$ cat config.mk
export PLATFORM = sky130hd
export DESIGN_NAME = line_segment_window_clip
export DESIGN_NICKNAME = d
export VERILOG_FILES = /design/src/rtl/lswc_pkg.sv /design/src/rtl/lswc_div_cell.sv /design/src/rtl/lswc_divider.sv /design/src/rtl/line_segment_window_clip.sv
export SDC_FILE = /design/constraint.sdc
export NUM_CORES = 2
export LEC_CHECK = 0
export BUFFER_PORTS_ARGS = -buffer_cell sky130_fd_sc_hd__buf_4
export CAP_MARGIN = 20
export CORE_MARGIN = 10
export CORE_UTILIZATION = 30
export DETAILED_ROUTE_END_ITERATION = 10
export SYNTH_ARGS = -nofsm -noshare
export SYNTH_HDL_FRONTEND = slang
export SYNTH_HIERARCHICAL = 1
export SYNTH_SLANG_ARGS = --single-unit
$ cat constraint.sdc
create_clock -name clock -period 8.4 [get_ports clock]
set_input_delay 0.84 -clock clock [delete_from_list [all_inputs] [get_ports clock]]
set_output_delay 0.84 -clock clock [all_outputs]
set_load 0.1 [all_outputs]
$ cat src/rtl/lswc_pkg.sv
// lswc_pkg: shared widths, register codes and word types for the line clipper
// depends on nothing; used by every module of the clipper

package lswc_pkg;

   localparam int COORD_BITS = 16;
   localparam int DIM_BITS   = 14;
   // internal coordinates also hold edges up to 2^DIM_BITS - 2
   localparam int CALC_BITS  = (COORD_BITS > DIM_BITS + 1) ? COORD_BITS : DIM_BITS + 1;
   localparam int DELTA_BITS = CALC_BITS + 1;
   localparam int QUO_BITS   = DELTA_BITS;
   localparam int PROD_BITS  = 2 * DELTA_BITS;
   localparam int MAX_MOVES  = 4;
   localparam int MOVE_BITS  = 3;

   localparam int CSR_INDEX_BITS = 1;
   localparam logic [CSR_INDEX_BITS-1:0] CSR_CLIP_WIDTH  = 1'b0;
   localparam logic [CSR_INDEX_BITS-1:0] CSR_CLIP_HEIGHT = 1'b1;

   localparam logic [DIM_BITS-1:0] WIDTH_RESET  = DIM_BITS'(640);
   localparam logic [DIM_BITS-1:0] HEIGHT_RESET = DIM_BITS'(480);

   localparam logic [3:0] OC_BOTTOM = 4'b1000;
   localparam logic [3:0] OC_TOP    = 4'b0100;
   localparam logic [3:0] OC_RIGHT  = 4'b0010;
   localparam logic [3:0] OC_LEFT   = 4'b0001;

   typedef struct packed {
      logic signed [COORD_BITS-1:0] start_x;
      logic signed [COORD_BITS-1:0] start_y;
      logic signed [COORD_BITS-1:0] end_x;
      logic signed [COORD_BITS-1:0] end_y;
   } req_word_type;

   typedef struct packed {
      logic                         visible;
      logic signed [COORD_BITS-1:0] clipped_start_x;
      logic signed [COORD_BITS-1:0] clipped_start_y;
      logic signed [COORD_BITS-1:0] clipped_end_x;
      logic signed [COORD_BITS-1:0] clipped_end_y;
   } rsp_word_type;

   // word handed from one divider cell to the next
   typedef struct packed {
      logic                  valid;
      logic [DELTA_BITS-1:0] rem;
      logic [QUO_BITS-1:0]   low;
      logic [DELTA_BITS-1:0] divisor;
   } div_word_type;

endpackage

$ cat src/rtl/lswc_div_cell.sv
// lswc_div_cell: one restoring division step with a register on its output
// depends on lswc_pkg

module lswc_div_cell (
   input  logic                  clock,
   input  logic                  reset,
   input  lswc_pkg::div_word_type cell_in,
   output lswc_pkg::div_word_type cell_out
);

   logic [lswc_pkg::DELTA_BITS:0] trial;
   logic [lswc_pkg::DELTA_BITS:0] diff;
   logic                          fits;
   lswc_pkg::div_word_type        word_in;
   lswc_pkg::div_word_type        word_ff;
   logic                          valid_ff;

   always_comb begin
      trial   = {cell_in.rem, cell_in.low[lswc_pkg::QUO_BITS-1]};
      diff    = trial - {1'b0, cell_in.divisor};
      fits    = (trial >= {1'b0, cell_in.divisor});
      word_in = cell_in;
      word_in.rem = fits ? diff[lswc_pkg::DELTA_BITS-1:0] : trial[lswc_pkg::DELTA_BITS-1:0];
      // dividend bits shift out the top, quotient bits shift in at the bottom
      word_in.low = {cell_in.low[lswc_pkg::QUO_BITS-2:0], fits};
   end

   always_ff @(posedge clock) begin
      if (reset) begin
         valid_ff <= 1'b0;
      end else begin
         valid_ff <= cell_in.valid;
      end
   end

   always_ff @(posedge clock) begin
      word_ff <= word_in;
   end

   always_comb begin
      cell_out       = word_ff;
      cell_out.valid = valid_ff;
   end

endmodule

$ cat src/rtl/lswc_divider.sv
// lswc_divider: row of division cells, one quotient bit per cell per cycle
// depends on lswc_pkg and lswc_div_cell

module lswc_divider (
   input  logic                  clock,
   input  logic                  reset,
   input  lswc_pkg::div_word_type div_in,
   output lswc_pkg::div_word_type div_out
);

   lswc_pkg::div_word_type link [0:lswc_pkg::QUO_BITS];

   assign link[0] = div_in;

   genvar g;
   generate
      for (g = 0; g < lswc_pkg::QUO_BITS; g++) begin : g_cell
         lswc_div_cell u_cell (
            .clock    (clock),
            .reset    (reset),
            .cell_in  (link[g]),
            .cell_out (link[g+1])
         );
      end
   endgenerate

   // after the last cell the low field holds the quotient
   assign div_out = link[lswc_pkg::QUO_BITS];

endmodule

$ cat src/rtl/line_segment_window_clip.sv
// line_segment_window_clip: outcode line clipper against a programmable window
// depends on lswc_pkg and lswc_divider
//
// One segment at a time. Each clip move passes the test, multiply and launch
// states and then waits while its word goes through the QUO_BITS (17) divider
// cells; the segment makes up to four moves. A finished word sits in the output
// register, and the next segment is taken as soon as the previous one reaches it.

module line_segment_window_clip (
   input  logic                                   clock,
   input  logic                                   reset,
   input  logic                                   req_valid,
   output logic                                   req_stall,
   input  lswc_pkg::req_word_type                  req_data,
   output logic                                   rsp_valid,
   input  logic                                   rsp_stall,
   output lswc_pkg::rsp_word_type                  rsp_data,
   input  logic                                   csr_write_en,
   input  logic [lswc_pkg::CSR_INDEX_BITS-1:0]     csr_index,
   input  logic [lswc_pkg::DIM_BITS-1:0]           csr_wdata
);

   localparam int CB = lswc_pkg::CALC_BITS;
   localparam int DB = lswc_pkg::DELTA_BITS;
   localparam int QB = lswc_pkg::QUO_BITS;
   localparam int PB = lswc_pkg::PROD_BITS;
   localparam int WB = lswc_pkg::COORD_BITS;

   localparam logic [2:0] ST_IDLE   = 3'd0;
   localparam logic [2:0] ST_TEST   = 3'd1;
   localparam logic [2:0] ST_MUL    = 3'd2;
   localparam logic [2:0] ST_LAUNCH = 3'd3;
   localparam logic [2:0] ST_DIV    = 3'd4;
   localparam logic [2:0] ST_DONE   = 3'd5;

   function automatic logic [3:0] outcode(input logic signed [CB-1:0] x,
                                          input logic signed [CB-1:0] y,
                                          input logic signed [CB-1:0] xmax,
                                          input logic signed [CB-1:0] ymax);
      logic [3:0] c;
      c = 4'b0000;
      if (y > ymax) begin
         c = lswc_pkg::OC_BOTTOM;
      end else if (y < 0) begin
         c = lswc_pkg::OC_TOP;
      end
      if (x > xmax) begin
         c = c | lswc_pkg::OC_RIGHT;
      end else if (x < 0) begin
         c = c | lswc_pkg::OC_LEFT;
      end
      return c;
   endfunction

   function automatic logic [DB-1:0] magnitude(input logic signed [DB-1:0] v);
      return v[DB-1] ? DB'(-v) : DB'(v);
   endfunction

   logic [lswc_pkg::DIM_BITS-1:0] width_ff, height_ff;
   logic [2:0]                    state_ff, state_in;
   logic [lswc_pkg::MOVE_BITS-1:0] moves_ff;
   logic signed [CB-1:0]          x0_ff, y0_ff, x1_ff, y1_ff;
   logic signed [CB-1:0]          xmax, ymax;
   logic [3:0]                    c0, c1, oc;
   logic                          axis_y;
   logic signed [CB-1:0]          edge_sel, base_sel;
   logic signed [DB-1:0]          dx, dy, num_a, dist_b, span_d;
   logic [DB-1:0]                 a_mag_ff, b_mag_ff, d_mag_ff;
   logic                          neg_ff, axis_ff, side_ff, vis_ff;
   logic signed [CB-1:0]          edge_ff, base_ff;
   logic [PB-1:0]                 prod_ff;
   logic signed [QB:0]            quo_s, sum;
   logic signed [CB-1:0]          moved;
   lswc_pkg::div_word_type         div_in, div_out;
   lswc_pkg::rsp_word_type         rsp_data_ff;
   logic                          rsp_valid_ff;
   logic                          rsp_load;

   always_ff @(posedge clock) begin
      if (reset) begin
         width_ff  <= lswc_pkg::WIDTH_RESET;
         height_ff <= lswc_pkg::HEIGHT_RESET;
      end else if (csr_write_en) begin
         unique case (csr_index)
            lswc_pkg::CSR_CLIP_WIDTH:  width_ff  <= csr_wdata;
            lswc_pkg::CSR_CLIP_HEIGHT: height_ff <= csr_wdata;
            default: ;
         endcase
      end
   end

   assign xmax = $signed(CB'(width_ff)) - $signed(CB'(1));
   assign ymax = $signed(CB'(height_ff)) - $signed(CB'(1));

   always_comb begin
      c0       = outcode(x0_ff, y0_ff, xmax, ymax);
      c1       = outcode(x1_ff, y1_ff, xmax, ymax);
      oc       = (c0 != 4'b0000) ? c0 : c1;
      axis_y   = |(oc & (lswc_pkg::OC_BOTTOM | lswc_pkg::OC_TOP));
      dx       = {x1_ff[CB-1], x1_ff} - {x0_ff[CB-1], x0_ff};
      dy       = {y1_ff[CB-1], y1_ff} - {y0_ff[CB-1], y0_ff};
      if (axis_y) begin
         edge_sel = |(oc & lswc_pkg::OC_BOTTOM) ? ymax : '0;
         base_sel = x0_ff;
         num_a    = dx;
         span_d   = dy;
         dist_b   = {edge_sel[CB-1], edge_sel} - {y0_ff[CB-1], y0_ff};
      end else begin
         edge_sel = |(oc & lswc_pkg::OC_RIGHT) ? xmax : '0;
         base_sel = y0_ff;
         num_a    = dy;
         span_d   = dx;
         dist_b   = {edge_sel[CB-1], edge_sel} - {x0_ff[CB-1], x0_ff};
      end
   end

   always_comb begin
      div_in.valid   = (state_ff == ST_LAUNCH);
      div_in.rem     = prod_ff[PB-1:QB];
      div_in.low     = prod_ff[QB-1:0];
      div_in.divisor = d_mag_ff;
   end

   lswc_divider u_divider (
      .clock   (clock),
      .reset   (reset),
      .div_in  (div_in),
      .div_out (div_out)
   );

   always_comb begin
      quo_s = neg_ff ? -$signed({1'b0, div_out.low}) : $signed({1'b0, div_out.low});
      sum   = $signed({{(QB + 1 - CB){base_ff[CB-1]}}, base_ff}) + quo_s;
      moved = sum[CB-1:0];
   end

   assign rsp_load = (state_ff == ST_DONE) && (!rsp_valid_ff || !rsp_stall);

   always_comb begin
      state_in = state_ff;
      unique case (state_ff)
         ST_IDLE: begin
            if (req_valid) state_in = ST_TEST;
         end
         ST_TEST: begin
            if ((c0 == 4'b0000 && c1 == 4'b0000) || (c0 & c1) != 4'b0000 ||
                moves_ff == lswc_pkg::MOVE_BITS'(lswc_pkg::MAX_MOVES) ||
                span_d == '0) begin
               state_in = ST_DONE;
            end else begin
               state_in = ST_MUL;
            end
         end
         ST_MUL:    state_in = ST_LAUNCH;
         ST_LAUNCH: state_in = ST_DIV;
         ST_DIV: begin
            if (div_out.valid) state_in = ST_TEST;
         end
         ST_DONE: begin
            if (rsp_load) state_in = ST_IDLE;
         end
         default: state_in = ST_IDLE;
      endcase
   end

   always_ff @(posedge clock) begin
      if (reset) begin
         state_ff     <= ST_IDLE;
         moves_ff     <= '0;
         rsp_valid_ff <= 1'b0;
      end else begin
         state_ff <= state_in;
         if (state_ff == ST_IDLE) begin
            moves_ff <= '0;
         end else if (state_ff == ST_DIV && div_out.valid) begin
            moves_ff <= moves_ff + 1'b1;
         end
         if (rsp_load) begin
            rsp_valid_ff <= 1'b1;
         end else if (!rsp_stall) begin
            rsp_valid_ff <= 1'b0;
         end
      end
   end

   always_ff @(posedge clock) begin
      unique case (state_ff)
         ST_IDLE: begin
            x0_ff  <= CB'(req_data.start_x);
            y0_ff  <= CB'(req_data.start_y);
            x1_ff  <= CB'(req_data.end_x);
            y1_ff  <= CB'(req_data.end_y);
            vis_ff <= 1'b0;
         end
         ST_TEST: begin
            vis_ff   <= (c0 == 4'b0000) && (c1 == 4'b0000);
            a_mag_ff <= magnitude(num_a);
            b_mag_ff <= magnitude(dist_b);
            d_mag_ff <= magnitude(span_d);
            neg_ff   <= num_a[DB-1] ^ dist_b[DB-1] ^ span_d[DB-1];
            edge_ff  <= edge_sel;
            base_ff  <= base_sel;
            axis_ff  <= axis_y;
            side_ff  <= (c0 == 4'b0000);
         end
         ST_MUL: begin
            prod_ff <= PB'(a_mag_ff) * PB'(b_mag_ff);
         end
         ST_DIV: begin
            if (div_out.valid) begin
               if (!side_ff) begin
                  x0_ff <= axis_ff ? moved : edge_ff;
                  y0_ff <= axis_ff ? edge_ff : moved;
               end else begin
                  x1_ff <= axis_ff ? moved : edge_ff;
                  y1_ff <= axis_ff ? edge_ff : moved;
               end
            end
         end
         default: ;
      endcase
   end

   always_ff @(posedge clock) begin
      if (rsp_load) begin
         rsp_data_ff.visible         <= vis_ff;
         rsp_data_ff.clipped_start_x <= x0_ff[WB-1:0];
         rsp_data_ff.clipped_start_y <= y0_ff[WB-1:0];
         rsp_data_ff.clipped_end_x   <= x1_ff[WB-1:0];
         rsp_data_ff.clipped_end_y   <= y1_ff[WB-1:0];
      end
   end

   assign req_stall = (state_ff != ST_IDLE);
   assign rsp_valid = rsp_valid_ff;
   assign rsp_data  = rsp_data_ff;

   a_div_only_in_wait: assert property (@(posedge clock) disable iff (reset)
      div_out.valid |-> state_ff == ST_DIV)
      else $error("divider word came out outside the wait state");

   a_move_limit: assert property (@(posedge clock) disable iff (reset)
      moves_ff <= lswc_pkg::MOVE_BITS'(lswc_pkg::MAX_MOVES))
      else $error("clip move count passed its limit");

   a_visible_inside: assert property (@(posedge clock) disable iff (reset)
      (state_ff == ST_DONE && vis_ff) |-> (c0 == 4'b0000 && c1 == 4'b0000))
      else $error("segment marked visible with an endpoint outside");

endmodule
==> impl_results.md <==
* Status: finished, final reports clean
* Clk buf depth at 3
* RR Startpoint: width_ff[0]$_SDFFE_PP0P_
* RSZ-0062 raised after global routing: false
* Num ports at 151
* Hold Path Stages at 0
* DRC viols at 0
* DR vias/cell at a little under 5
* Final TNS setup at 0 ns
* Gr ovfl total at 0
* Fillers at 21,161
* Post-synthesis net count at 7,358
* GRT Util Overall at 14.74%
* Crit path max fanout at 17
* Actual slew at the worst max-slew pin at 1.060 ns
* CTS sink count at 1,117
* Synthesized area at 63,410 um^2
* CTS tree: done
* Final GP Congestion at slightly above 0.9
* Post-DR wirelength/cell at 18.51 um
* H-tree Lvls at 3
* Worst R2R End: b_mag_ff[4]$_DFFE_PN_
* Clock-pin slew on the worst setup and hold paths at 0.07 ns
* Dpl hpwl at 138,800 um
* Root Buffer: clkbuf_16
* Cell family with most CP delay: simple AND/OR/NAND/NOR gates
* Hold/Removal Path Class: register to register
* Largest net degree at the start of global routing at 86
* Max Clock Freq at around 0.13 GHz
* CP Capture Type: register
* Worst relative slew slack at 29.03%
* Antenna violations before repair at 7
* Starting Density at 30.20%
* I/O Buffers at 150
* Final instance area at 71,210 um^2
* Tcrit/Tclk final at between 90 and 100%
* Critical path type: register to register
* Die width at about 480 um
* Max_cap viols at 0
* Vias at 46,757
* Register-to-Register Path Depth at 29
* Final setup viols at 0
* Hold Path End: u_divider/g_cell[14].u_cell/cell_out[26]$_DFF_P_
* CP Data Arrival Time at slightly above 8 ns
* CP required at roughly 8.9 ns
* Drt first pass iters at 8
* Initial DRC Count at 3,616
* Hold Startpoint: u_divider/g_cell[13].u_cell/cell_out[25]$_DFF_P_
* Syn-to-layout area delta at 12.29%
* Clock buffer count from CTS at 111
* Clock Latency Late Sink at 0.74 ns
* Startpoint Class: register
* Max-slew violations at 0
* Core area at 210,000 um^2
* WL final at 175,600 um
* Fin crit period at 7.761 ns
* Number of hold violations in the final report at 0
* Layout Skew at 0.04674 ns
* Area of the die at 230,200 um^2
* Core Rows at ~170
* Slowest CP cell: or4_1
* YS warnings at 6
* WP buf/inv at 3
* Vias in the first global route at 46,547
* Crit path top cell by count: ha_1
* Die H at between 400 and 500 um
* Cell count after synthesis at 6,487
* Antenna viol nets, final at 0
* Global-route wire length before repair at 270,800 um
* Mapped Avg Cell Area at about 10 um^2
* Placed Instance Area at 67,170 um^2
* Postcts setup bufs at 0
* Flop2flop setup slack at 0.64 ns
* Layout cells sized above 1 at 9.726%
* Nets at ~7,500
* Slowest Stage Delay on Critical Path at between 0.6 and 0.7 ns
[layout by cell type, fill, tap and decap left out, types with 41 or more instances in the layout]
cell / n
ha_1: 541
o21ai_0: 340
edfxtp_1: 249
nand2b_1: 62
mux2i_1: 47
o21a_1: 78
fa_1: 246
xnor2_1: 237
clkbuf_16: 119
xor2_1: 115
mux2_4: 70
and2_1: 152
nand3_1: 121
a21o_1: 77
nand2_1: 683
nor2b_1: 70
dfxtp_1: 868
nor3_1: 103
a211oi_1: 63
inv_1: 716
nor4_1: 41
nand4_1: 63
a21oi_1: 382
buf_4: 170
nor2_1: 295
[sequential cells by signal (all words and copies together) (netlist names), 14 cells and up]
signal	cells
prod_ff	34
x1_ff	16
height_ff	14
rsp_data	65
u_divider/g_cell.u_cell/cell_out	816
base_ff	16
x0_ff	16
edge_ff	15
y1_ff	16
b_mag_ff	17
d_mag_ff	17
width_ff	14
y0_ff	16
u_divider/g_cell.u_cell/valid_ff	17
a_mag_ff	17
[timing repair]
| item | 4_1_cts | 5_1_grt |
|---|---|---|
| resized for setup | 0 | 1 |
| hold buffers | 0 | 0 |
| endpoints found under the setup margin | 0 | 2 |
| hold endpoints to repair | 0 | 0 |
[per-layer routing]
layer / track usage, % / wire length [um] / up-vias
met5: 0 / 31 / -
met4: 5.302 / 6675 / 4
met3: 2.427 / 9555 / 303
met2: 24.42 / 81340 / 1315
met1: 19.29 / 78040 / 22583
li1: - / - / 22552
[how the worst max path moves through the flow]
stage | cells after the start | start | slack [ns] | endpoint
5_1_grt | 25 | height_ff[0]$_SDFFE_PP0P_ | 0.05 | b_mag_ff[16]$_SDFFCE_PP0N_
4_1_cts | 29 | width_ff[0]$_SDFFE_PP0P_ | 0.75 | b_mag_ff[4]$_DFFE_PN_
6_report | 29 | width_ff[0]$_SDFFE_PP0P_ | 0.64 | b_mag_ff[4]$_DFFE_PN_
2_1_floorplan | 29 | height_ff[5]$_SDFFE_PP1P_ | 1.48 | b_mag_ff[10]$_DFFE_PN_
3_5_place_dp | 28 | height_ff[0]$_SDFFE_PP0P_ | 0.74 | b_mag_ff[4]$_DFFE_PN_
3_3_place_gp | 29 | width_ff[0]$_SDFFE_PP0P_ | 0.78 | b_mag_ff[4]$_DFFE_PN_
[metrics by stage]
| step | setup WS, ns | hold slack [ns] | util (%) | std cells |
|---|---|---|---|---|
| after floorplan | 1.481 | 0.3096 | - | 6487 |
| after global placement | 0.7832 | 0.3101 | 31.99 | 9280 |
| after detailed placement | 0.7406 | 0.3121 | 31.99 | 9280 |
| after CTS | 0.7475 | 0.3214 | 33.88 | 9485 |
| after global routing | 0.05101 | 0.3173 | 33.91 | 9488 |
| final | 0.6386 | 0.3198 | 33.91 | 9489 |
[cell type report]
type	instances	area (um^2)	area share, %
diodes	1	2.502	0.003514
clock buffers	145	3257	4.574
clock inverters	60	723.2	1.016
inverters	733	2829	3.973
multi-input cells	4456	34720	48.75
flip-flops and latches	1117	24850	34.90
well taps	2805	3510	4.929
repair buffers	172	1319	1.852
Power is left out: the tool's default activity adds up to more than one toggle a clock period on the data nets, which glitch-free logic cannot reach.
